<file path="config.mk">
export PLATFORM = sky130hd
export DESIGN_NAME = phd_conv_cell
export DESIGN_NICKNAME = d
export VERILOG_FILES = /design/src/hw/rtl/phd_pkg.sv /design/src/hw/rtl/phd_conv_cell.sv
export SDC_FILE = /design/constraint.sdc
export NUM_CORES = 1
export LEC_CHECK = 0
export ABC_AREA = 1
export BUFFER_PORTS_ARGS = -buffer_cell sky130_fd_sc_hd__clkbuf_2
export CORE_MARGIN = 4
export CORE_UTILIZATION = 50
export CTS_BUF_LIST = sky130_fd_sc_hd__clkbuf_8
export DETAILED_ROUTE_END_ITERATION = 6
export PLACE_DENSITY = 0.72
export RECOVER_POWER = 100
export SLEW_MARGIN = 20
export SYNTH_ARGS = -nofsm -noshare
export SYNTH_HDL_FRONTEND = slang
export SYNTH_SLANG_ARGS = --single-unit
</file>
<file path="constraint.sdc">
create_clock -name clk -period 2.7 [get_ports clk]
set_input_delay 0.27 -clock clk [delete_from_list [all_inputs] [get_ports clk]]
set_output_delay 0.27 -clock clk [all_outputs]
set_load 0.005 [all_outputs]
</file>
<file path="src/hw/rtl/phd_pkg.sv">
// Shared types, constants and the arctangent table function for the heading and distance block.
package phd_pkg;

  // Fixed-point formats of the heading path
  localparam int NORM_W        = 60;
  localparam int NORM_STEPS    = 6;
  localparam int CORDIC_ITERS  = 62;
  localparam int KBITS         = 17;
  localparam int PROD_W        = 80;
  localparam int ZC_W          = 61;
  localparam int HEAD_W        = 20;
  localparam int DIST_W        = 25;

  localparam logic [63:0] PI60      = 64'h3243F6A8885A308D;
  localparam logic [63:0] PI60_HALF = PI60 >> 1;

  localparam logic [17:0] SCALE     = 18'd180000;
  localparam logic [KBITS-1:0] K_MAX  = 17'd89999;
  localparam logic [KBITS-1:0] ANG_45 = 17'd45000;
  localparam logic signed [HEAD_W-1:0] H_90  = 20'sd90000;
  localparam logic signed [HEAD_W-1:0] H_180 = 20'sd180000;
  localparam logic signed [HEAD_W-1:0] H_270 = 20'sd270000;

  // One word of the rotation chain
  typedef struct packed {
    logic signed [63:0] x;
    logic signed [63:0] y;
    logic signed [63:0] z;
  } phd_cord_t;

  // Case flags that travel alongside the angle
  typedef struct packed {
    logic dx_zero;
    logic dx_pos;
    logic dy_pos;
    logic dy_zero;
    logic diag;
    logic neg;
  } phd_flags_t;

  // atan(2^-i) with 60 fraction bits, from the truncated alternating series
  function automatic logic [63:0] atan_entry(input int i);
    logic [63:0] pos;
    logic [63:0] neg;
    logic [63:0] term;
    int k;
    pos = '0;
    neg = '0;
    if (i == 0) begin
      return PI60 >> 2;
    end
    for (k = 0; k < 31; k++) begin
      if (i * (2 * k + 1) <= 60) begin
        term = (64'd1 << (60 - i * (2 * k + 1))) / 64'(2 * k + 1);
        if ((k % 2) == 1) begin
          neg = neg + term;
        end else begin
          pos = pos + term;
        end
      end
    end
    return pos - neg;
  endfunction

endpackage

</file>
<file path="src/hw/rtl/phd_conv_cell.sv">
// One bit of the radians to millidegrees conversion: tries one quotient bit against pi.
module phd_conv_cell #(
  parameter int BIT = 0
) (
  input  logic                         clk,
  input  logic                         en,
  input  logic [phd_pkg::PROD_W-1:0]   rem_in,
  input  logic [phd_pkg::KBITS-1:0]    k_in,
  output logic [phd_pkg::PROD_W-1:0]   rem,
  output logic [phd_pkg::KBITS-1:0]    k
);
  import phd_pkg::*;

  localparam logic [PROD_W-1:0] STEP = PROD_W'(PI60) << BIT;

  logic take;

  assign take = (rem_in >= STEP);

  // Keep the bit if its multiple of pi still fits in the remainder
  always_ff @(posedge clk) begin
    if (en) begin
      rem <= take ? (rem_in - STEP) : rem_in;
      k   <= take ? (k_in | (KBITS'(1) << BIT)) : k_in;
    end
  end

endmodule

</file>
Word level (Yosys, flattened, before mapping)
Cells that the tools add are included.
{"block": "op_classes", "add_sub_neg": 1, "n_lt_le_gt_ge": 1, "muxes": 1}
{"op": "greater-or-equal comparator 80 x 62 -> 1 bit, second input constant", "count": 1}
{"op": "two-way mux 80 bit", "count": 1}
{"op": "subtractor 80 x 62 -> 80 bit, second input constant", "count": 1}
{"block": "word_totals", "regBits": 97, "input_bits": 99, "word_cells": 6}

Logic depth before layout (Yosys ltp)
{"block": "depth", "word_depth": 2, "mapped_depth": 16, "depth_no_buf": 16}

Worst setup path after synthesis
No wires, ideal clock.
{"block": "synth_path", "kind": "in2reg", "startpoint": "input port rem_in[1] in the netlist's numbering", "endpoint": "register rem[68] in the netlist's numbering (data pin)", "setup_time_ns": 0.256, "arrival_time_ns": 1.785, "path_slack_ns": 0.660, "stages": 15, "n_path_buf": 2, "path_cell_list": "inv_1 > ha_1 > inv_1 > nand3_1 > nand2_1 > nand3_1 > nand3_1 > nand2_1 > nand3_2 > nand2_2 > nand2_8 > buf_8 > buf_6 > nand3b_1 > nand2_1"}
{"block": "synth_via", "elab_chain_len": 2, "word_cells_on_any_way": 3, "classes_between": "add/sub (1); order compare (1); mux (1)"}
{"element": "start, declared", "line_no": "phd_conv_cell.sv:7", "text": "input logic [phd_pkg::PROD_W-1:0] rem_in,"}
{"element": "subtractor 80 x 62 -> 80 bit or greater-or-equal comparator 80 x 62 -> 1 bit (tied branches)", "line_no": "phd_conv_cell.sv:23, phd_conv_cell.sv:18"}
{"element": "two-way mux 80 bit *", "line_no": "phd_conv_cell.sv:23", "text": "rem <= take ? (rem_in - STEP) : rem_in;"}
{"element": "end signal, assigned", "line_no": "phd_conv_cell.sv:23"}
{"element": "end, declared", "line_no": "phd_conv_cell.sv:9", "text": "output logic [phd_pkg::PROD_W-1:0] rem,"}
Every way passes the cells marked *; elsewhere a longest branch is shown, timed or not.
A chain may end at the register's enable or synchronous reset.

Worst setup path in the final report
{"block": "layout_path", "startpoint": "input port rem_in[1] in the netlist's numbering", "endpoint": "register rem[21] in the netlist's numbering (data pin)"}
Same word-level chain as after synthesis.

==> impl_metrics.yaml <==
setup_path:
  arrival_ns: 2.49
  start_kind: "input pin"
  crit_required_ns: 2.83
  crit_path_frequent_cell: "nand3_1"
  cp_slowest_cell: "o21ai_0"
  crit_end: "rem[21]"
  end_kind: "register"
  setup.worst_path.class: "input pin to register"
  crit_chain: "clkbuf_2 -> inv_1 -> ha_1 -> inv_1 -> nand3_1 -> nand2_1 -> nand3_1 -> nand3_1 -> nand2_1 -> nand3_1 -> nand2_1 -> nand2_8 -> buf_12 -> o21ai_0"
  setup.worst_path.start: "rem_in[1]"
  slowest_delay_ns: 0.48
  critPathMaxFanout: 60
sta:
  min_period_ns: 2.36
  tightest_slew_ns: 1.41
  period_share_pct: 87.4
  fin_setup_tns_ns: 0
  finalMaxSlewViolations: 0
  rsz0062_at_grt: "false"
  finalSetupViolCount: 0
  relSlewSlack_pct: 6.26
  fmax_ghz: 0.424
  hold_viol: 0
route:
  routedWlPerCell_um: 19.3
  first_pass_iters: 7
  routed_wl_um: 36000
  vias: 10399
  drt_iter0_drc: 1161
  drt-vias-per-instance: 5.56
  postRouteAntennaNets: 0
  remaining_drc_errors: 0
synth:
  yosysWarnings: 0
  yosys.area.top_type_share_pct: 33.6
  async_flop_share_pct: 0
  syn_area_mm2: 0.00868
  seq_area_frac_synth_pct: 33.6
  synth.net_count: 1528
  yosysUniqueCellTypes: 34
  yosysTopAreaCell: "edfxtp_1"
  postSynthAreaPerCell_um2: 6.08
  synth.area.top_cells: "edfxtp_1 34%, nand2_1 25%, nor2_1 8.1%, inv_1 7.8%, nand3_1 6.9%"
  synthesis.instances: 1427
  ys_ff_latch: 97
  synth_ff_type: "edfxtp_1"
  synth-edff-count: 97
final_layout:
  syn_to_final_growth_pct: 16.9
  mostFrequentLayoutCells: "576 x nand2_1, 187 x nor2_1, 181 x inv_1, 138 x clkbuf_2, 121 x nand3_1"
  instances_no_fill: 1869
  diodes: 0
  final_common_cell: "nand2_1"
  drive_gt1_share_pct: 13.3
  fin_util_pct: 60.3
  final_nets: 1745
floorplan:
  rows: 47
  die_h_um: 140
  die-area_mm2: 0.0195
  initial_core_util_pct: 51.6
  die_width_um: 140
  core_area_mm2: 0.0168
  ios: 196
worst_hold_path:
  hold_path_class: "input pin to register"
pwr:
  netSwitchingFraction_pct: 34.5
  intPower_uw: 2480
  power.density_mw_per_mm2: 373
  seq_power_share_pct: 49.2
  clkPwrFrac_pct: 25.8
  p_leak_uw: 0.00506
  vdd_ir_drop_max_uv: 221
  finalPower_uw: 3790
  p_sw_uw: 1310
  pwr-share-comb_pct: 25.0
global_routing:
  grt_use_total_pct: 35.8
  antenna_found_initial: 1
  grt_pass1_vias: 9619
  grt_pass1_wl_um: 53600
  grt_start_max_net_pins: 61
  grt_overflow_total: 0
cts:
  cts_buffers: 9
  cts_root_buf: "clkbuf_8"
  clock_sinks: 97
  clock_path_buffers: 2
  htree_levels: 3
  cts.clk_slew.worst_paths_ns: 0.11
  tritoncts: "built"
  cts_setup_buffers: 0
  holdBufCountCts: 0
  cts_resized: 0
placed_design:
  io_buffer_count: 195
  place_inst: 1853
  globalplace.congestion: 1.12
  hpwl_um: 30300
status:
  status: "complete, no violations"
run:
  cap_violations: 0
==> cell families after synthesis <==
logic type	share of synthesized area [%]
adder cells (fa/ha/maj)	0.288
XOR/XNOR	2.02
AND/OR/NAND/NOR	45.9
flip-flops	33.6
AO/OA/AOI/OAI	8.00
buffers and inverters	10.2
==> worst max-delay path: cells and delay by family <==
kind,cells,cell delay [ns]
buf+inv,4,0.49
fa+ha+maj,1,0.27
compound gates,1,0.48
simple gates,8,0.96
==> cell type report <==
class / instances / area, um2
fill: 1755 / 6680
multi-input combinational: 1112 / 4870
sequential: 97 / 2910
timing repair buffer: 226 / 1150
inverter: 198 / 743
tap: 220 / 275
clock buffer: 9 / 124
clock inverter: 7 / 66.3
==> cells in the mapped netlist, types with 3 or more instances <==
cell	count
nand3_1	120
o21bai_1	8
nor2_2	9
inv_2	18
nor2_1	187
edfxtp_1	97
a21oi_1	55
nor3_1	18
xor2_1	20
buf_2	13
nand3b_1	9
nand2_2	3
inv_1	180
nand4_1	24
o21ai_0	51
nand2_1	575
nor2_4	6
o21ai_1	11
buf_6	4
==> routing by layer <==
metal | wire [um] | up-vias | GRT usage, %
met1 | 14500 | 4722 | 48.5
met5 | 20 | - | 0
li1 | - | 4972 | -
met4 | 1510 | 2 | 14.9
met3 | 4570 | 80 | 9.95
met2 | 15400 | 623 | 53.9
==> power groups by stage <==
stage / clock (uW) / combinational [uW] / sequential [uW]
6_report: 976 / 947 / 1860
5_1_grt: 1040 / 1030 / 1880
4_1_cts: 978 / 948 / 1860
3_5_place_dp: 0 / 944 / 1900
3_3_place_gp: 0 / 938 / 1890
2_1_floorplan: 0 / 426 / 1910
==> metrics by stage <==
stage | hold WS [ns] | setup WS (ns) | instance area [um2]
global placement | 0.447 | 0.149 | 10000
global route | 0.0153 | 0.168 | 10100
detailed placement | 0.449 | 0.127 | 10000
CTS | 0.0326 | 0.538 | 10200
finish | 0.0365 | 0.340 | 10100
floorplan | 0.369 | 0.660 | 8680
==> sequential cells by signal (all words and copies together) (netlist names) <==
| name | cells |
|---|---|
| rem | 80 |
| k | 17 |
==> worst min path at each step <==
stage,startpoint,to,slack (ns),cells after the start
2_1_floorplan,k_in[10],k[10],0.37,0
3_3_place_gp,k_in[14],k[14],0.45,1
3_5_place_dp,k_in[1],k[1],0.45,1
4_1_cts,k_in[1],k[1],0.03,1
5_1_grt,k_in[1],k[1],0.02,1
6_report,k_in[6],k[6],0.04,1
Note: power is estimated with default switching activity, not from simulation.
