### config.mk
export PLATFORM = sky130hd
export DESIGN_NAME = phd_norm_cell
export DESIGN_NICKNAME = d
export VERILOG_FILES = /design/src/hw/rtl/phd_pkg.sv /design/src/hw/rtl/phd_norm_cell.sv
export SDC_FILE = /design/constraint.sdc
export NUM_CORES = 1
export LEC_CHECK = 0
export BUFFER_PORTS_ARGS = -buffer_cell sky130_fd_sc_hd__buf_2
export CAP_MARGIN = 40
export CORE_AREA = 2 2 141 143
export DETAILED_ROUTE_END_ITERATION = 16
export DIE_AREA = 0 0 143 145
export PLACE_DENSITY_LB_ADDON = 0.1
export SETUP_SLACK_MARGIN = 0.02
export SYNTH_ARGS = -nofsm -noshare
export SYNTH_HDL_FRONTEND = slang
export SYNTH_SLANG_ARGS = --single-unit
### constraint.sdc
create_clock -name clk -period 1.87 [get_ports clk]
set_clock_uncertainty 0.1 [all_clocks]
set_input_delay 0.561 -clock clk [delete_from_list [all_inputs] [get_ports clk]]
set_output_delay 0.561 -clock clk [all_outputs]
set_load 0.005 [all_outputs]
### src/hw/rtl/phd_pkg.sv
// Shared types, constants and the arctangent table function for the heading and distance block.
package phd_pkg;

  // Fixed-point formats of the heading path
  localparam int NORM_W        = 60;
  localparam int NORM_STEPS    = 6;
  localparam int CORDIC_ITERS  = 62;
  localparam int KBITS         = 17;
  localparam int PROD_W        = 80;
  localparam int ZC_W          = 61;
  localparam int HEAD_W        = 20;
  localparam int DIST_W        = 25;

  localparam logic [63:0] PI60      = 64'h3243F6A8885A308D;
  localparam logic [63:0] PI60_HALF = PI60 >> 1;

  localparam logic [17:0] SCALE     = 18'd180000;
  localparam logic [KBITS-1:0] K_MAX  = 17'd89999;
  localparam logic [KBITS-1:0] ANG_45 = 17'd45000;
  localparam logic signed [HEAD_W-1:0] H_90  = 20'sd90000;
  localparam logic signed [HEAD_W-1:0] H_180 = 20'sd180000;
  localparam logic signed [HEAD_W-1:0] H_270 = 20'sd270000;

  // One word of the rotation chain
  typedef struct packed {
    logic signed [63:0] x;
    logic signed [63:0] y;
    logic signed [63:0] z;
  } phd_cord_t;

  // Case flags that travel alongside the angle
  typedef struct packed {
    logic dx_zero;
    logic dx_pos;
    logic dy_pos;
    logic dy_zero;
    logic diag;
    logic neg;
  } phd_flags_t;

  // atan(2^-i) with 60 fraction bits, from the truncated alternating series
  function automatic logic [63:0] atan_entry(input int i);
    logic [63:0] pos;
    logic [63:0] neg;
    logic [63:0] term;
    int k;
    pos = '0;
    neg = '0;
    if (i == 0) begin
      return PI60 >> 2;
    end
    for (k = 0; k < 31; k++) begin
      if (i * (2 * k + 1) <= 60) begin
        term = (64'd1 << (60 - i * (2 * k + 1))) / 64'(2 * k + 1);
        if ((k % 2) == 1) begin
          neg = neg + term;
        end else begin
          pos = pos + term;
        end
      end
    end
    return pos - neg;
  endfunction

endpackage

### src/hw/rtl/phd_norm_cell.sv
// One normalising cell: shifts both magnitudes left by a fixed amount if the larger stays in range.
module phd_norm_cell #(
  parameter int SH = 1
) (
  input  logic                         clk,
  input  logic                         en,
  input  logic [phd_pkg::NORM_W-1:0]   nx_in,
  input  logic [phd_pkg::NORM_W-1:0]   ny_in,
  input  logic [phd_pkg::NORM_W-1:0]   nm_in,
  output logic [phd_pkg::NORM_W-1:0]   nx,
  output logic [phd_pkg::NORM_W-1:0]   ny,
  output logic [phd_pkg::NORM_W-1:0]   nm
);
  import phd_pkg::*;

  logic fits;

  // Shift only while the larger magnitude stays below 2^60
  assign fits = ((nm_in >> (NORM_W - SH)) == '0);

  always_ff @(posedge clk) begin
    if (en) begin
      nx <= fits ? (nx_in << SH) : nx_in;
      ny <= fits ? (ny_in << SH) : ny_in;
      nm <= fits ? (nm_in << SH) : nm_in;
    end
  end

endmodule

# Yosys cells after proc, flatten, opt, wreduce, memory -nomap -nowiden
# Cells that the tools add are included.
[op_classes] muxes=3 n_reduce_logical=1
[ops] operator="$mux 60" count=3
[ops] operator="$logic_not 60->1" count=1
[totals] register_bits=180 in_bits=182 out_inout_bits=180 word_cells=10

# Logic depth before layout (Yosys ltp)
# Gate-level depths: netlist of the first run.
[depth] ltp_word=2 depth_mapped=4 depth_no_buf=1

# Worst setup path before layout of the first run
# Ideal clock, no wire load.
[synth_path] kind="input-to-reg" startpoint="in nm_in[59] (netlist bit)" endpoint="reg nm[10] (netlist bit), data pin" setup_time_ns=0.260 t_arrival_ns=1.270 required_time_ns=1.510 slack_ns=0.240 cell_stages=4 n_path_buf=3 cell_sequence="buf_6 -> buf_6 -> buf_6 -> mux2_4"
[synth_between] elab_chain_len=2
[synth_lines] element="start: declaration" line_no="phd_norm_cell.sv:9" source="input logic [phd_pkg::NORM_W-1:0] nm_in,"
[synth_lines] element="$logic_not 60->1" line_no="phd_norm_cell.sv:19" source="assign fits = ((nm_in >> (NORM_W - SH)) == '0);"
[synth_lines] element="$mux 60" line_no="phd_norm_cell.sv:25" source="nm <= fits ? (nm_in << SH) : nm_in;"
[synth_lines] element="end signal: assignment" line_no="phd_norm_cell.sv:25"
[synth_lines] element="end: declaration" line_no="phd_norm_cell.sv:12" source="output logic [phd_pkg::NORM_W-1:0] nm"
# No other way between the ends.
# A chain may end at the register's enable or synchronous reset.

# Worst setup path in the final report of the first run
[layout_path] startpoint="reg nx[56] (netlist bit)" endpoint="out nx[56] (netlist bit)"
[layout_rtl] element="start: declaration" line_no="phd_norm_cell.sv:10" source="output logic [phd_pkg::NORM_W-1:0] nx,"
[layout_rtl] element="start signal: assignment" line_no="phd_norm_cell.sv:23" source="nx <= fits ? (nx_in << SH) : nx_in;"
# No word-level cell between the ends.

==> results of run 1 <==
## layer usage
| layer | share of wire, % | vias up | routed length (um) |
|---|---|---|---|
| met5 | 0 | - | 0 |
| met1 | 36 | 2354 | 6920 |
| met4 | 2.2 | 0 | 428 |
| met3 | 9.6 | 26 | 1830 |
| met2 | 52 | 237 | 9880 |
| li1 | - | 2280 | - |
## layout by cell type (no fill, tap or decap)
master,netlist,routed
and2_1,3,3
clkinv_2,0,1
buf_6,12,1
or2_2,1,1
diode_2,0,5
clkinv_4,0,1
buf_2,8,359
mux2_4,96,96
clkinvlp_4,0,1
clkbuf_16,0,17
inv_6,0,4
clkbuf_1,0,1
buf_4,0,7
buf_8,0,1
edfxtp_1,180,180
inv_8,0,1
clkinv_1,0,1
mux2_2,80,80
bufinv_16,0,5
buf_12,0,13
## cells by family after synthesis
kind of cell  share of synthesized area (%)
buf+inv                                2.20
flops                                  68.0
mux                                    29.5
simple gates                          0.315
## sequential cells by signal, indices dropped and copies added (netlist names)
name	cells
nm	60
nx	60
ny	60
## stage by stage
step,instances,hold WS (ns),setup WS (ns),cell area (um2)
2_1_floorplan,380,0.573,0.240,7950
3_3_place_gp,1006,0.743,0.0320,10200
3_5_place_dp,1006,0.747,0.00722,10200
4_1_cts,1038,0.296,0.217,10900
5_1_grt,1042,0.296,0.189,10900
6_report,1043,0.325,0.254,10900
## synthesized netlist by cell type
cell type  instances
buf_6             12
mux2_2            80
buf_2              8
and2_1             3
mux2_4            96
edfxtp_1         180
or2_2              1
## power groups by stage
stage | Combinational [mW] | Sequential [mW] | Clock [mW]
final | 1.38 | 4.97 | 3.93
after global routing | 1.49 | 5.00 | 4.19
after CTS | 1.40 | 4.97 | 4.02
after detailed placement | 1.40 | 5.06 | 0
after floorplan | 0.514 | 5.11 | 0
after global placement | 1.37 | 5.05 | 0
## worst max-delay path by stage
stage	from	end	slack, ns	depth (start not counted)
final	nx[56]	nx[56]	0.25	1
after global routing	nx[9]	nx[9]	0.19	1
after CTS	nx[38]	nx[38]	0.22	1
after detailed placement	nm_in[59]	ny[59]	0.007	3
after global placement	nm_in[59]	ny[8]	0.03	3
after floorplan	nm_in[59]	nm[10]	0.24	4
## layout make-up
type | instances | area share [%]
antenna | 5 | 0.115
clock buffer | 18 | 3.94
clock inverter | 14 | 2.03
multi-input combinational | 180 | 21.7
sequential | 180 | 49.6
tap | 265 | 3.04
timing repair buffer | 381 | 19.6
==> reports/qor.yml, run 1 <==
p_leak_nw: 4.77
hp-class: "primary input to flip-flop"
ys_seq_area_share_pct: 68.0
num_vias: 4897
grt_pass1_vias: 5082
drive_above_1_share_pct: 76.1
arrival_ns: 0.95
viasPerCell: 4.70
pwr_density_cell_nw_per_um2: 943
ir_worst_vdd_v: 0.000584
p_int_mw: 8.06
cts_hold_buf: 0
clkPwrFrac_pct: 38.3
cts_sinks: 180
setup-tns-final_ns: 0
max_stage_delay_ns: 0.40
cts_buffer_depth: 2
cts-root-buf: "clkbuf_16"
yosysTopAreaCellShare_pct: 68.0
cp.buffers_inverters: 1
yosysTopAreaCell: "edfxtp_1"
globalRoute.busiestLayer: "met2"
synth_area_um2: 7950
finalPower_mw: 10.3
drv_cap: 0
place.gp.congestion: 0.811
cp-start-kind: "flip-flop"
place_hpwl_um: 14800
power_frac_comb_pct: 13.4
start_util_pct: 41.4
final_util_pct: 56.8
yosysWarnings: 0
finalCritPeriodShare_pct: 86.4
synth-seq-cells: 180
power.share.sequential_pct: 48.3
grt_setup_unrepaired: "false"
cts_setup_buffers: 0
numCtsBuffers: 17
report.final.setup_viol: 0
cp-end-kind: "output port"
ant_nets: 0
clk_pin_slew_worst_paths_ns: 0.06
whs_endpoint: "nm[59]"
slew_headroom_pct: 74.2
fp-row-count: 51
antenna_found_initial: 5
status: "finished clean"
die_y_um: 145
post_cts_resized: 0
min_period_ns: 1.62
cts_tree: "done"
multi_input_area_um2: 2370
crit_family: "flip-flops"
timing.fmax_mhz: 619
p_sw_share_pct: 21.6
drtIter0Drc: 163
worst_slew_pin_slew_ns: 0.387
hold_depth: 2
switchingPower_mw: 2.22
synth_cell_types: 7
cp_data_required_time_ns: 1.21
io_pins: 362
drc: 0
overflow: 0
core-area_um2: 19200
gr-usage-met3_pct: 7.76
worstPathMaxFanout: 1
track_usage_pct: 18.0
syn_nets: 562
synth.avg_cell_area_um2: 20.9
path_cells: "buf_2"
io_buffer_count: 361
finalWirelength_um: 19100
use_met2_pct: 31.3
crit_path_top_delay_cell: "edfxtp_1"
slew_violations: 0
wl_per_cell_um: 18.3
hold_viol_final: 0
min_from: "nm_in[58]"
synthTopCellsByArea: "edfxtp_1 (68%), mux2_4 (18%), mux2_2 (11%)"
area_growth_pct: 37.2
grt_first_pass_wirelength_um: 27800
grt_max_degree: 38
fp.dieW_um: 143
grt_util_met1_pct: 18.9
drt_first_pass_iters: 4
crit_type: "flip-flop to output port"
synthCells: 380
ff_latch_area_um2: 5410
h-tree-depth: 4
nFillCells: 1591
die_area_um2: 20700
final_nets: 942
Note: power is estimated with default switching activity, not from simulation.
==> run 2: changes to the inputs <==
Settings changed: PLACE_DENSITY set to 0.79, PLACE_DENSITY_LB_ADDON 0.1 to not set.
==> run 2 against run 1 <==
Net effect:
- sequential share of layout area grew 0.66 points
- count of clock-buffer cells in the layout up 1
- sequential power about the same
- critical path depth did not move
- die area unchanged
- cell count decreased by 0.38%
- clock power shrank 17%
- worst hold slack worse by 0.037 ns
- first-iteration DRC count shrank 4.3%
- via count shrank 0.12%
- flip-flop and latch count did not move
- critical path type unchanged
- largest cell class unchanged
- highest routed layer is now met5
==> reports/qor.yml, run 2 (same netlist as run 1, synthesis figures left out) <==
grt_max_degree: 61
cp-start-kind: "flip-flop"
drc: 0
numCtsBuffers: 17
max_stage_delay_ns: 0.40
power_frac_comb_pct: 14.2
timing.fmax_mhz: 615
endpoint: "nm[7]"
cp-end-kind: "output port"
p_leak_nw: 4.70
cts_sinks: 180
h-tree-depth: 4
crit_type: "flip-flop to output port"
ant_nets: 0
cts_buffer_depth: 2
antennaDiodeCount: 0
slew_violations: 0
grt_first_pass_wirelength_um: 26800
start_util_pct: 41.4
final_common_cell: "buf_2"
cts_tree: "done"
path_cells: "buf_2"
placed_area_um2: 10200
hold_viol_final: 0
slew_headroom_pct: 78.3
die_area_um2: 20700
drtIter0Drc: 156
status: "finished clean"
core-area_um2: 19200
final_nets: 944
cts_hold_buf: 0
setup-tns-final_ns: 0
io_buffer_count: 361
min_period_ns: 1.62
p_int_mw: 7.38
finalWirelength_um: 18100
overflow: 0
finalPower_mw: 9.58
holdWs_ns: 0.288
crit_path_top_delay_cell: "edfxtp_1"
nFillCells: 1515
wl_per_cell_um: 17.4
fp.dieW_um: 143
io_pins: 362
arrival_ns: 0.96
cp_data_required_time_ns: 1.21
dp.cells: 1008
cp.buffers_inverters: 1
clk_pin_slew_worst_paths_ns: 0.07
final_util_pct: 56.0
startpoint: "nm[7]"
track_usage_pct: 17.0
die_y_um: 145
drt_first_pass_iters: 4
area_growth_pct: 35.4
post_cts_resized: 0
grt_pass1_vias: 5072
fp-row-count: 51
worstPathMaxFanout: 1
finalCritPeriodShare_pct: 86.9
cts_setup_buffers: 0
finalInstanceArea_um2: 10800
worst_slew_pin_slew_ns: 0.325
ir_worst_vdd_v: 0.000688
pre_cts_ws_ns: 0.0574
antenna_found_initial: 1
layout_common_cells: "buf_2 (359), edfxtp_1 (180), mux2_4 (96)"
reg.largest.list: "nm (60), nx (60), ny (60)"
stdcell_count: 1039
num_vias: 4891
report.final.setup_viol: 0
crit_family: "flip-flops"
place.gp.congestion: 0.819
setup_ws_ns: 0.245
drive_above_1_share_pct: 76.1
cts-root-buf: "clkbuf_16"
pwr_density_cell_nw_per_um2: 891
grt_setup_unrepaired: "false"
drv_cap: 0
place_hpwl_um: 14000
viasPerCell: 4.71
hp-class: "primary input to flip-flop"
power.share.sequential_pct: 51.8
min_from: "en"
clkPwrFrac_pct: 34.0
crit_cells: 1
switchingPower_mw: 2.21
p_sw_share_pct: 23.0
==> run 2: changes by cell type in the layout (fill, tap and decap cells not counted), moves of 2 or more <==
cell        change
clkinvlp_4      +4
buf_12          -2
bufinv_16       -5
buf_4           +4
diode_2         -5
==> run 2: power by group through the flow <==
stage | registers (mW) | logic (mW) | clock network, mW
after floorplan | 5.11 | 0.514 | 0
after global placement | 5.04 | 1.35 | 0
after detailed placement | 5.05 | 1.38 | 0
after CTS | 4.97 | 1.38 | 3.34
after global routing | 5.00 | 1.47 | 3.49
final | 4.96 | 1.36 | 3.26
==> run 2: worst min path at each step <==
stage          slack (ns)  depth (start not counted)     end
6_report             0.29                          1  nm[19]
5_1_grt              0.27                          1  nm[19]
4_1_cts              0.27                          1  nm[19]
3_5_place_dp         0.72                          1  nm[19]
3_3_place_gp         0.72                          1  nm[19]
2_1_floorplan        0.57                          0   nm[0]
==> run 2: cell type report <==
class | count | area (um2) | share of cell area (%)
Multi-Input combinational cell | 180 | 2370 | 22.0
Clock buffer | 19 | 433 | 4.02
Sequential cell | 180 | 5410 | 50.2
Clock inverter | 12 | 97.6 | 0.907
Tap cell | 265 | 332 | 3.08
Timing Repair Buffer | 383 | 2130 | 19.8
==> run 2: metal layers <==
layer	up-vias	wire [um]	GRT usage (%)
li1	2265	-	-
met1	2328	6650	18.5
met2	257	9270	29.5
met3	39	1690	6.57
met4	2	460	6.53
met5	-	13	0
