### src/hw/rtl/phd_pkg.sv
// Shared types, constants and the arctangent table function for the heading and distance block.
package phd_pkg;

  // Fixed-point formats of the heading path
  localparam int NORM_W        = 60;
  localparam int NORM_STEPS    = 6;
  localparam int CORDIC_ITERS  = 62;
  localparam int KBITS         = 17;
  localparam int PROD_W        = 80;
  localparam int ZC_W          = 61;
  localparam int HEAD_W        = 20;
  localparam int DIST_W        = 25;

  localparam logic [63:0] PI60      = 64'h3243F6A8885A308D;
  localparam logic [63:0] PI60_HALF = PI60 >> 1;

  localparam logic [17:0] SCALE     = 18'd180000;
  localparam logic [KBITS-1:0] K_MAX  = 17'd89999;
  localparam logic [KBITS-1:0] ANG_45 = 17'd45000;
  localparam logic signed [HEAD_W-1:0] H_90  = 20'sd90000;
  localparam logic signed [HEAD_W-1:0] H_180 = 20'sd180000;
  localparam logic signed [HEAD_W-1:0] H_270 = 20'sd270000;

  // One word of the rotation chain
  typedef struct packed {
    logic signed [63:0] x;
    logic signed [63:0] y;
    logic signed [63:0] z;
  } phd_cord_t;

  // Case flags that travel alongside the angle
  typedef struct packed {
    logic dx_zero;
    logic dx_pos;
    logic dy_pos;
    logic dy_zero;
    logic diag;
    logic neg;
  } phd_flags_t;

  // atan(2^-i) with 60 fraction bits, from the truncated alternating series
  function automatic logic [63:0] atan_entry(input int i);
    logic [63:0] pos;
    logic [63:0] neg;
    logic [63:0] term;
    int k;
    pos = '0;
    neg = '0;
    if (i == 0) begin
      return PI60 >> 2;
    end
    for (k = 0; k < 31; k++) begin
      if (i * (2 * k + 1) <= 60) begin
        term = (64'd1 << (60 - i * (2 * k + 1))) / 64'(2 * k + 1);
        if ((k % 2) == 1) begin
          neg = neg + term;
        end else begin
          pos = pos + term;
        end
      end
    end
    return pos - neg;
  endfunction

endpackage

### src/hw/rtl/phd_cordic_cell.sv
// One vectoring rotation cell of the arctangent chain.
module phd_cordic_cell #(
  parameter int ITER = 0
) (
  input  logic                clk,
  input  logic                en,
  input  phd_pkg::phd_cord_t  cin,
  output phd_pkg::phd_cord_t  cout
);
  import phd_pkg::*;

  localparam logic signed [63:0] TAB = $signed(atan_entry(ITER));

  logic signed [63:0] xs;
  logic signed [63:0] ys;
  phd_cord_t          cout_next;

  // Rotate towards the x axis and accumulate the angle
  always_comb begin
    xs        = cin.x >>> ITER;
    ys        = cin.y >>> ITER;
    cout_next = cin;
    if (cin.y > 64'sd0) begin
      cout_next.x = cin.x + ys;
      cout_next.y = cin.y - xs;
      cout_next.z = cin.z + TAB;
    end else begin
      cout_next.x = cin.x - ys;
      cout_next.y = cin.y + xs;
      cout_next.z = cin.z - TAB;
    end
  end

  always_ff @(posedge clk) begin
    if (en) begin
      cout <= cout_next;
    end
  end

endmodule

### config.mk
export PLATFORM = sky130hd
export DESIGN_NAME = phd_cordic_cell
export DESIGN_NICKNAME = d
export VERILOG_FILES = /design/src/hw/rtl/phd_pkg.sv /design/src/hw/rtl/phd_cordic_cell.sv
export SDC_FILE = /design/constraint.sdc
export NUM_CORES = 1
export LEC_CHECK = 0
export ABC_AREA = 1
export BUFFER_PORTS_ARGS = -buffer_cell sky130_fd_sc_hd__buf_2
export CAP_MARGIN = 30
export CELL_PAD_IN_SITES_DETAIL_PLACEMENT = 1
export CELL_PAD_IN_SITES_GLOBAL_PLACEMENT = 1
export CORE_MARGIN = 2
export CORE_UTILIZATION = 41
export CTS_CLUSTER_DIAMETER = 60
export DETAILED_ROUTE_END_ITERATION = 16
export PLACE_DENSITY = 0.91
export SETUP_SLACK_MARGIN = 0.2
export SLEW_MARGIN = 20
export SYNTH_ARGS = -nofsm -noshare
export SYNTH_HDL_FRONTEND = slang
export SYNTH_SLANG_ARGS = --single-unit
### constraint.sdc
create_clock -name clk -period 3.6 [get_ports clk]
set_input_delay 0.36 -clock clk [delete_from_list [all_inputs] [get_ports clk]]
set_output_delay 0.36 -clock clk [all_outputs]
set_load 0.02 [all_outputs]
Yosys cells after proc, flatten, opt, wreduce, memory -nomap -nowiden
Cells that the tools add are included.
{"block": "word_totals", "input_bits": 194, "ff_bits": 192, "wordCells": 10, "output_inout_bits": 192}
{"block": "classes", "order_cmp": 1, "muxes": 1, "add_sub_neg": 5}
{"cell": "192-bit two-way mux", "count": 1}
{"cell": "64-bit subtractor", "count": 2}
{"cell": "64-bit by 61-bit adder with 64-bit output, second input constant", "count": 1}
{"cell": "64-bit adder", "count": 1}
{"cell": "64-bit by 1-bit greater-than comparator with 1-bit output, second input constant", "count": 1}
{"cell": "64-bit by 61-bit subtractor with 64-bit output, second input constant", "count": 1}

Depth between registers and ports, before layout
Gate-level depths: netlist of run 1.
{"block": "depth", "depth_word": 2, "depth_mapped": 24, "ltp_nobuf": 22}

Worst setup path before layout of run 1
No wires, ideal clock.
{"block": "synth_path", "path_type": "input to register", "startpoint": "in cin[65] in the netlist's numbering", "endpoint": "reg cout[59] in the netlist's numbering (data pin)", "cell_stages": 22, "arrival_time_ps": 2967, "required_ps": 3348, "setup_time_ps": 252, "path_slack_ps": 381, "path_buffers": 2, "cell_sequence": "inv_1 -> nand4_1 -> nor3_1 -> nand2_1 -> nor2_1 -> nand2_1 -> nand2_2 -> buf_4 -> buf_4 -> ha_1 -> a21oi_1 -> nand2_1 -> a21oi_2 -> inv_1 -> nand2_1 -> nand2_1 -> nand2_1 -> nand2_1 -> nand2_1 -> nand2_1 -> nand2_1 -> nand2_1"}
{"item": "start, declared", "line": "phd_cordic_cell.sv:7", "source": "input phd_pkg::phd_cord_t cin,"}
{"item": "end signal, assigned", "line": "phd_cordic_cell.sv:36", "source": "cout <= cout_next;"}
{"item": "end, declared", "line": "phd_cordic_cell.sv:8", "source": "output phd_pkg::phd_cord_t cout"}

==> results of run 1 <==
[how the worst max path moves through the flow]
| stage | depth (start not counted) | slack, ns | to |
|---|---|---|---|
| after global placement | 18 | -0.74 | cout[56] |
| after detailed placement | 19 | -0.90 | cout[62] |
| after floorplan | 22 | 0.38 | cout[59] |
| after CTS | 19 | 0.21 | cout[46] |
| final | 20 | 0.22 | cout[56] |
| after global routing | 21 | 0.11 | cout[56] |
[layout make-up]
type                    count  area [sq um]  area share, %
clock buffers              17         425.4          1.223
flip-flops and latches    191          5736          16.49
inverters                1057          3971          11.42
clock inverters            15         193.9         0.5577
well taps                 940          1176          3.382
repair buffers            703          4398          12.65
multi-input cells        3681         18870          54.27
[power breakdown]
part / leakage [nW] / internal (mW) / switching (mW)
Combinational: 17.3 / 1.79 / 4.00
Sequential: 1.87 / 2.89 / 0.134
Clock: 0.302 / 0.967 / 1.25
[layout by cell type (no fill, tap or decap), drive strengths merged, types with 18 or more instances in the layout]
cell and instances:
buf 702, o21bai 31, nor3 40, a21oi 264
edfxtp 191, o21ai 171, inv 1068, xor2 101
nand4 63, ha 252, nand2 1858, nand3 374
clkbuf 18, nor2 479
[stage by stage]
step | power, mW | setup WS, ns
finish | 11.04 | 0.2238
global route | 11.57 | 0.1114
CTS | 10.93 | 0.2111
detailed placement | 8.692 | -0.9036
global placement | 8.532 | -0.7406
floorplan | 6.319 | 0.3812
[cells by family after synthesis]
logic type | after synthesis | synth area share (%)
AOI/OAI and AO/OA | 489 | 8.901
xor gates and xnor gates | 105 | 3.217
adders and majority gates | 256 | 11.13
buffers and inverters | 1141 | 15.93
DFF | 191 | 19.74
and+or+nand+nor | 2829 | 41.09
[routing by layer]
metal | track usage, % | vias to the layer above
met1 | 45.16 | 16784
met4 | 21.72 | 2
met3 | 5.228 | 345
met5 | 0 | -
met2 | 64.68 | 1281
li1 | - | 16660
[worst max-delay path, delay by kind of cell]
family                     cells  cell delay [ns]
adders and majority gates      1             0.42
AOI/OAI and AO/OA              1             0.11
and+or+nand+nor               12             1.70
buffers and inverters          6             1.05
[what timing repair did]
action | 4_1_cts | 5_1_grt
setup endpoints to repair | 119 | 41
pin swaps | 1 | 0
gates resized for setup | 5 | 44
cloned | 1 | 1
hold buffers | 0 | 0
buffers inserted | 0 | 0
==> flow_metrics.tcl, run 1 <==
set metrics [dict create \
    hold_class "in -> reg" \
    top_regs "cout x191" \
    fillers 10221 \
    yosys.area.top_type_share_pct 23.47 \
    hold_violations 0 \
    fp.dieW_um 270.2 \
    cts_inserted_buffers 17 \
    port_buffers 385 \
    met2_length_mm 66.22 \
    crit_required_ns 3.90 \
    stdcell_area_sq_um 34770 \
    max-cap-violations 0 \
    syn_nets 5461 \
    tritoncts "done" \
    yosys_register_bits 191 \
    core_sq_um 70150 \
    netlist_area_sq_um 29060 \
    dieArea_sq_um 73020 \
    ir_worst_vdd_mv 0.3435 \
    fin_hold_ws_ns 0.1697 \
    cpPeakStageDelay_ns 0.42 \
    ys_types 41 \
    std_cell_rows 97 \
    drive_gt1_share_pct 16.91 \
    syn_to_final_growth_pct 19.67 \
    final_cells 6604 \
    largest_reg_flops 191 \
    nets 6101 \
    yosys-top-cells-area "nand2_1 (23%), edfxtp_1 (20%), inv_1 (13%), ha_1 (11%), nand3_1 (6.1%)" \
    finalSetupTns_ns 0 \
    startpoint "cin[64]" \
    gr-total-overflow 0 \
    grt_util_all_layers_pct 37.74 \
    dr.max_layer_used "met5" \
    post-route-util_pct 49.57 \
    grt_pass1_vias 36056 \
    dp_cells 6570 \
    yosys-top-cells-count "nand2_1 (1817), inv_1 (1033), nor2_1 (399), nand3_1 (355), a21oi_1 (262)" \
    ys.flop_type "edfxtp_1" \
    first_iter_violations 2485 \
    ys.warnings.count 0 \
    final_max_slew_viol_count 0 \
    hold_path_end "cout[0]" \
    p_leak_nw 19.46 \
    top_register "cout" \
    setup_viol 0 \
    placed_area_sq_um 33990 \
    whs_path_depth 2 \
    period_share_pct 93.78 \
    wl_met3_mm 8.556 \
    cp_slowest_cell "ha_1" \
    cts_max_level 4 \
    grt_max_degree 115 \
    antenna_found_initial 2 \
    routed_wl_mm 141.4 \
    drc 0 \
    cpMostUsedCell "nand2_1" \
    cp_max_fo 21 \
    hpwl_mm 122.4 \
    ant_nets 0 \
    crit_type "in -> reg" \
    cts.sinks 191 \
    synth_cells 5011 \
    clockBufferDepth 2 \
    cp_cell_sequence "buf_2, inv_1, nand4_1, nor3_1, nand2_1, nor2_4, a21oi_4, buf_12, ha_1, buf_4, nand2_1, buf_4, nor2_1, inv_1, nor2_1, nand2_1, nor3_1, nand2_1, nand3_1, nand2_1" \
    outcome "complete, no violations" \
    ys_async_sr_fraction_pct 0 \
    wl_per_cell_um 21.41 \
    antenna_cells 0 \
    rsz0062_at_grt "yes" \
    gp_congestion 1.026 \
    vias 35072 \
    tightest_slew_ns 0.6888 \
    worstPathArrival_ns 3.68 \
    ios 386 \
    clock-root-buffer "clkbuf_16" \
    fin_crit_ns 3.376 \
    grt_pass1_wl_mm 209.9 \
    drt-met1-wl_mm 57.50 \
    avgSynthCellArea_sq_um 5.799 \
    yosys.area.top_type "nand2_1" \
    slew_headroom_pct 54.08 \
    initial_core_util_pct 41.42 \
    first_pass_iters 5 \
    start_kind "input pin" \
    end_kind "register" \
    hp-start "cin[0]" \
    synth-edff-count 191 \
    yosysSeqAreaShare_pct 19.74 \
    power_density_nw_per_um2 317.5 \
    fmax_ghz 0.2962 \
    die_height_um 270.2 \
    vias_per_cell 5.311 \
    clk_pin_slew_worst_paths_ns 0.10 \
    synth.most_common_cell "nand2_1" \
]
Note: power is estimated with default switching activity, not from simulation.
==> run 2: changes to the inputs <==
PLACE_DENSITY = default   (was 0.91)
PLACE_DENSITY_LB_ADDON = 0.25   (was default)
==> run 2 against run 1 <==
  * Sequential share of layout area fell by 0.59 points
  * Count of clock-buffer cells in the layout did not move
  * Global-route usage rose by 1.1 points
  * Routed wire length rose by 3.3%
  * Worst setup slack improved by 0.031 ns
  * Combinational power rose by 4.5%
  * Sequential power barely moved
  * Critical path type unchanged
  * Highest routed layer unchanged
==> flow_metrics.tcl, run 2 (same netlist as run 1, synthesis figures left out) <==
set metrics [dict create \
    fillers 10181 \
    power.share.sequential_pct 26.9 \
    clk_pin_slew_worst_paths_ns 0.09 \
    syn_to_final_growth_pct 24.14 \
    final_cells 6746 \
    fin_crit_ns 3.346 \
    max-cap-violations 0 \
    drt-met1-wl_mm 61.03 \
    vias 35381 \
    cts-hold-fix-buffers 0 \
    grt_max_degree 70 \
    combPwrFrac_pct 53.3 \
    clockBufferDepth 2 \
    slew_headroom_pct 33.82 \
    initial_core_util_pct 41.42 \
    ir_worst_vdd_mv 0.2530 \
    first_iter_violations 2682 \
    nets 6241 \
    gp_congestion 1.057 \
    cp_max_fo 7 \
    worstPathArrival_ns 3.64 \
    tritoncts "done" \
    setup_viol 0 \
    start_kind "input pin" \
    vias_per_cell 5.245 \
    mostFrequentLayoutCells "nand2_1 (1803), inv_1 (1031), buf_4 (449)" \
    p_leak_nw 20.15 \
    fmax_ghz 0.2989 \
    cts_inserted_buffers 17 \
    antenna_found_initial 7 \
    grt_pass1_wl_mm 214.2 \
    port_buffers 385 \
    drc 0 \
    layout_commonest_cell "nand2_1" \
    routed_wl_mm 146.0 \
    top_register "cout" \
    intPower_mw 5.847 \
    top_regs "cout x191" \
    crit_required_ns 3.89 \
    register_area_sq_um 5736 \
    place_ws_ns -0.9980 \
    power_density_nw_per_um2 314.5 \
    die_height_um 270.2 \
    largest_reg_flops 191 \
    cts.sinks 191 \
    placed_area_sq_um 34930 \
    startpoint "cin[90]" \
    grt_util_all_layers_pct 38.82 \
    p_switching_mw 5.499 \
    gr-total-overflow 0 \
    tightest_slew_ns 0.9824 \
    drive_gt1_share_pct 19.71 \
    swShare_pct 48.47 \
    stdcell_area_sq_um 36070 \
    ios 386 \
    clock-root-buffer "clkbuf_16" \
    core_sq_um 70150 \
    first_pass_iters 6 \
    power.share.clock_pct 19.8 \
    post-route-util_pct 51.42 \
    cp_slowest_cell "nor2_4" \
    worstSetupEndpoint "cout[51]" \
    ant_nets 0 \
    cts_max_level 4 \
    fin_hold_ws_ns 0.1726 \
    dp_cells 6698 \
    grt_pass1_vias 36157 \
    hpwl_mm 126.7 \
    wl_per_cell_um 21.64 \
    period_share_pct 92.93 \
    cpPeakStageDelay_ns 0.32 \
    std_cell_rows 97 \
    dieArea_sq_um 73020 \
    hold_class "in -> reg" \
    final_max_slew_viol_count 0 \
    cpMostUsedCell "nand2_1" \
    fin_ws_ns 0.2545 \
    crit_type "in -> reg" \
    dr.max_layer_used "met5" \
    outcome "complete, no violations" \
    rsz0062_at_grt "yes" \
    met2_length_mm 67.90 \
    multiInputGateArea_sq_um 19080 \
    fp.dieW_um 270.2 \
    cp_cell_sequence "buf_2, inv_1, nand4_1, nor2_1, nand2_1, nor2_4, nand2_4, nand2_8, buf_4, ha_1, a21oi_1, o21ai_1, a21oi_4, inv_1, nand2_1, nand2_1, nand2_1, nand2_2, nand2_1, nand2_1, nand2_1, nand2_1" \
    hold_violations 0 \
    wl_met3_mm 9.245 \
    end_kind "register" \
]
## run 2: cell type report
type	instances	area share, %
Tap cell	940	3.261
Timing Repair Buffer	842	15.14
Inverter	1057	11.01
Clock inverter	15	0.5862
Sequential cell	191	15.90
Antenna cell	2	0.01388
Clock buffer	17	1.179
Multi-Input combinational cell	3682	52.91
## run 2: timing repair
action | CTS | global route
setup buffers | 4 | 7
setup endpoints to repair | 89 | 49
resized for setup | 10 | 99
pin swaps | 3 | 16
cloned | 1 | 2
## run 2: worst min path at each step
stage | start | to | slack [ns] | cells after the start
floorplan | en | cout[0] | 0.47 | 0
global route | cin[0] | cout[0] | 0.16 | 2
finish | cin[0] | cout[0] | 0.17 | 2
detailed placement | cin[0] | cout[0] | 0.70 | 2
global placement | cin[0] | cout[0] | 0.71 | 2
CTS | cin[0] | cout[0] | 0.15 | 2
## run 2: worst max-delay path, delay by kind of cell
family | cells | cell delay [ns]
compound gates | 3 | 0.62
fa+ha+maj | 1 | 0.26
buf+inv | 4 | 0.45
simple gates | 14 | 1.92
## run 2: per-layer routing
| metal | global-route usage [%] | up-vias |
|---|---|---|
| met1 | 48.31 | 16826 |
| met5 | 0 | - |
| met2 | 65.58 | 1296 |
| met4 | 18.94 | 2 |
| li1 | - | 16967 |
| met3 | 5.672 | 290 |
## run 2: power groups by stage
stage / Sequential [mW] / Combinational, mW / Clock (mW)
floorplan: 3.47 / 2.85 / 0
global placement: 3.09 / 5.67 / 0
detailed placement: 3.10 / 5.80 / 0
CTS: 3.05 / 5.83 / 2.27
global route: 3.07 / 6.46 / 2.30
finish: 3.05 / 6.05 / 2.25
## run 2: metrics by stage
stage,setup TNS (ns),total power [mW]
5_1_grt,0,11.84
3_5_place_dp,-68.83,8.891
3_3_place_gp,-58.56,8.760
4_1_cts,0,11.15
2_1_floorplan,0,6.319
6_report,0,11.35
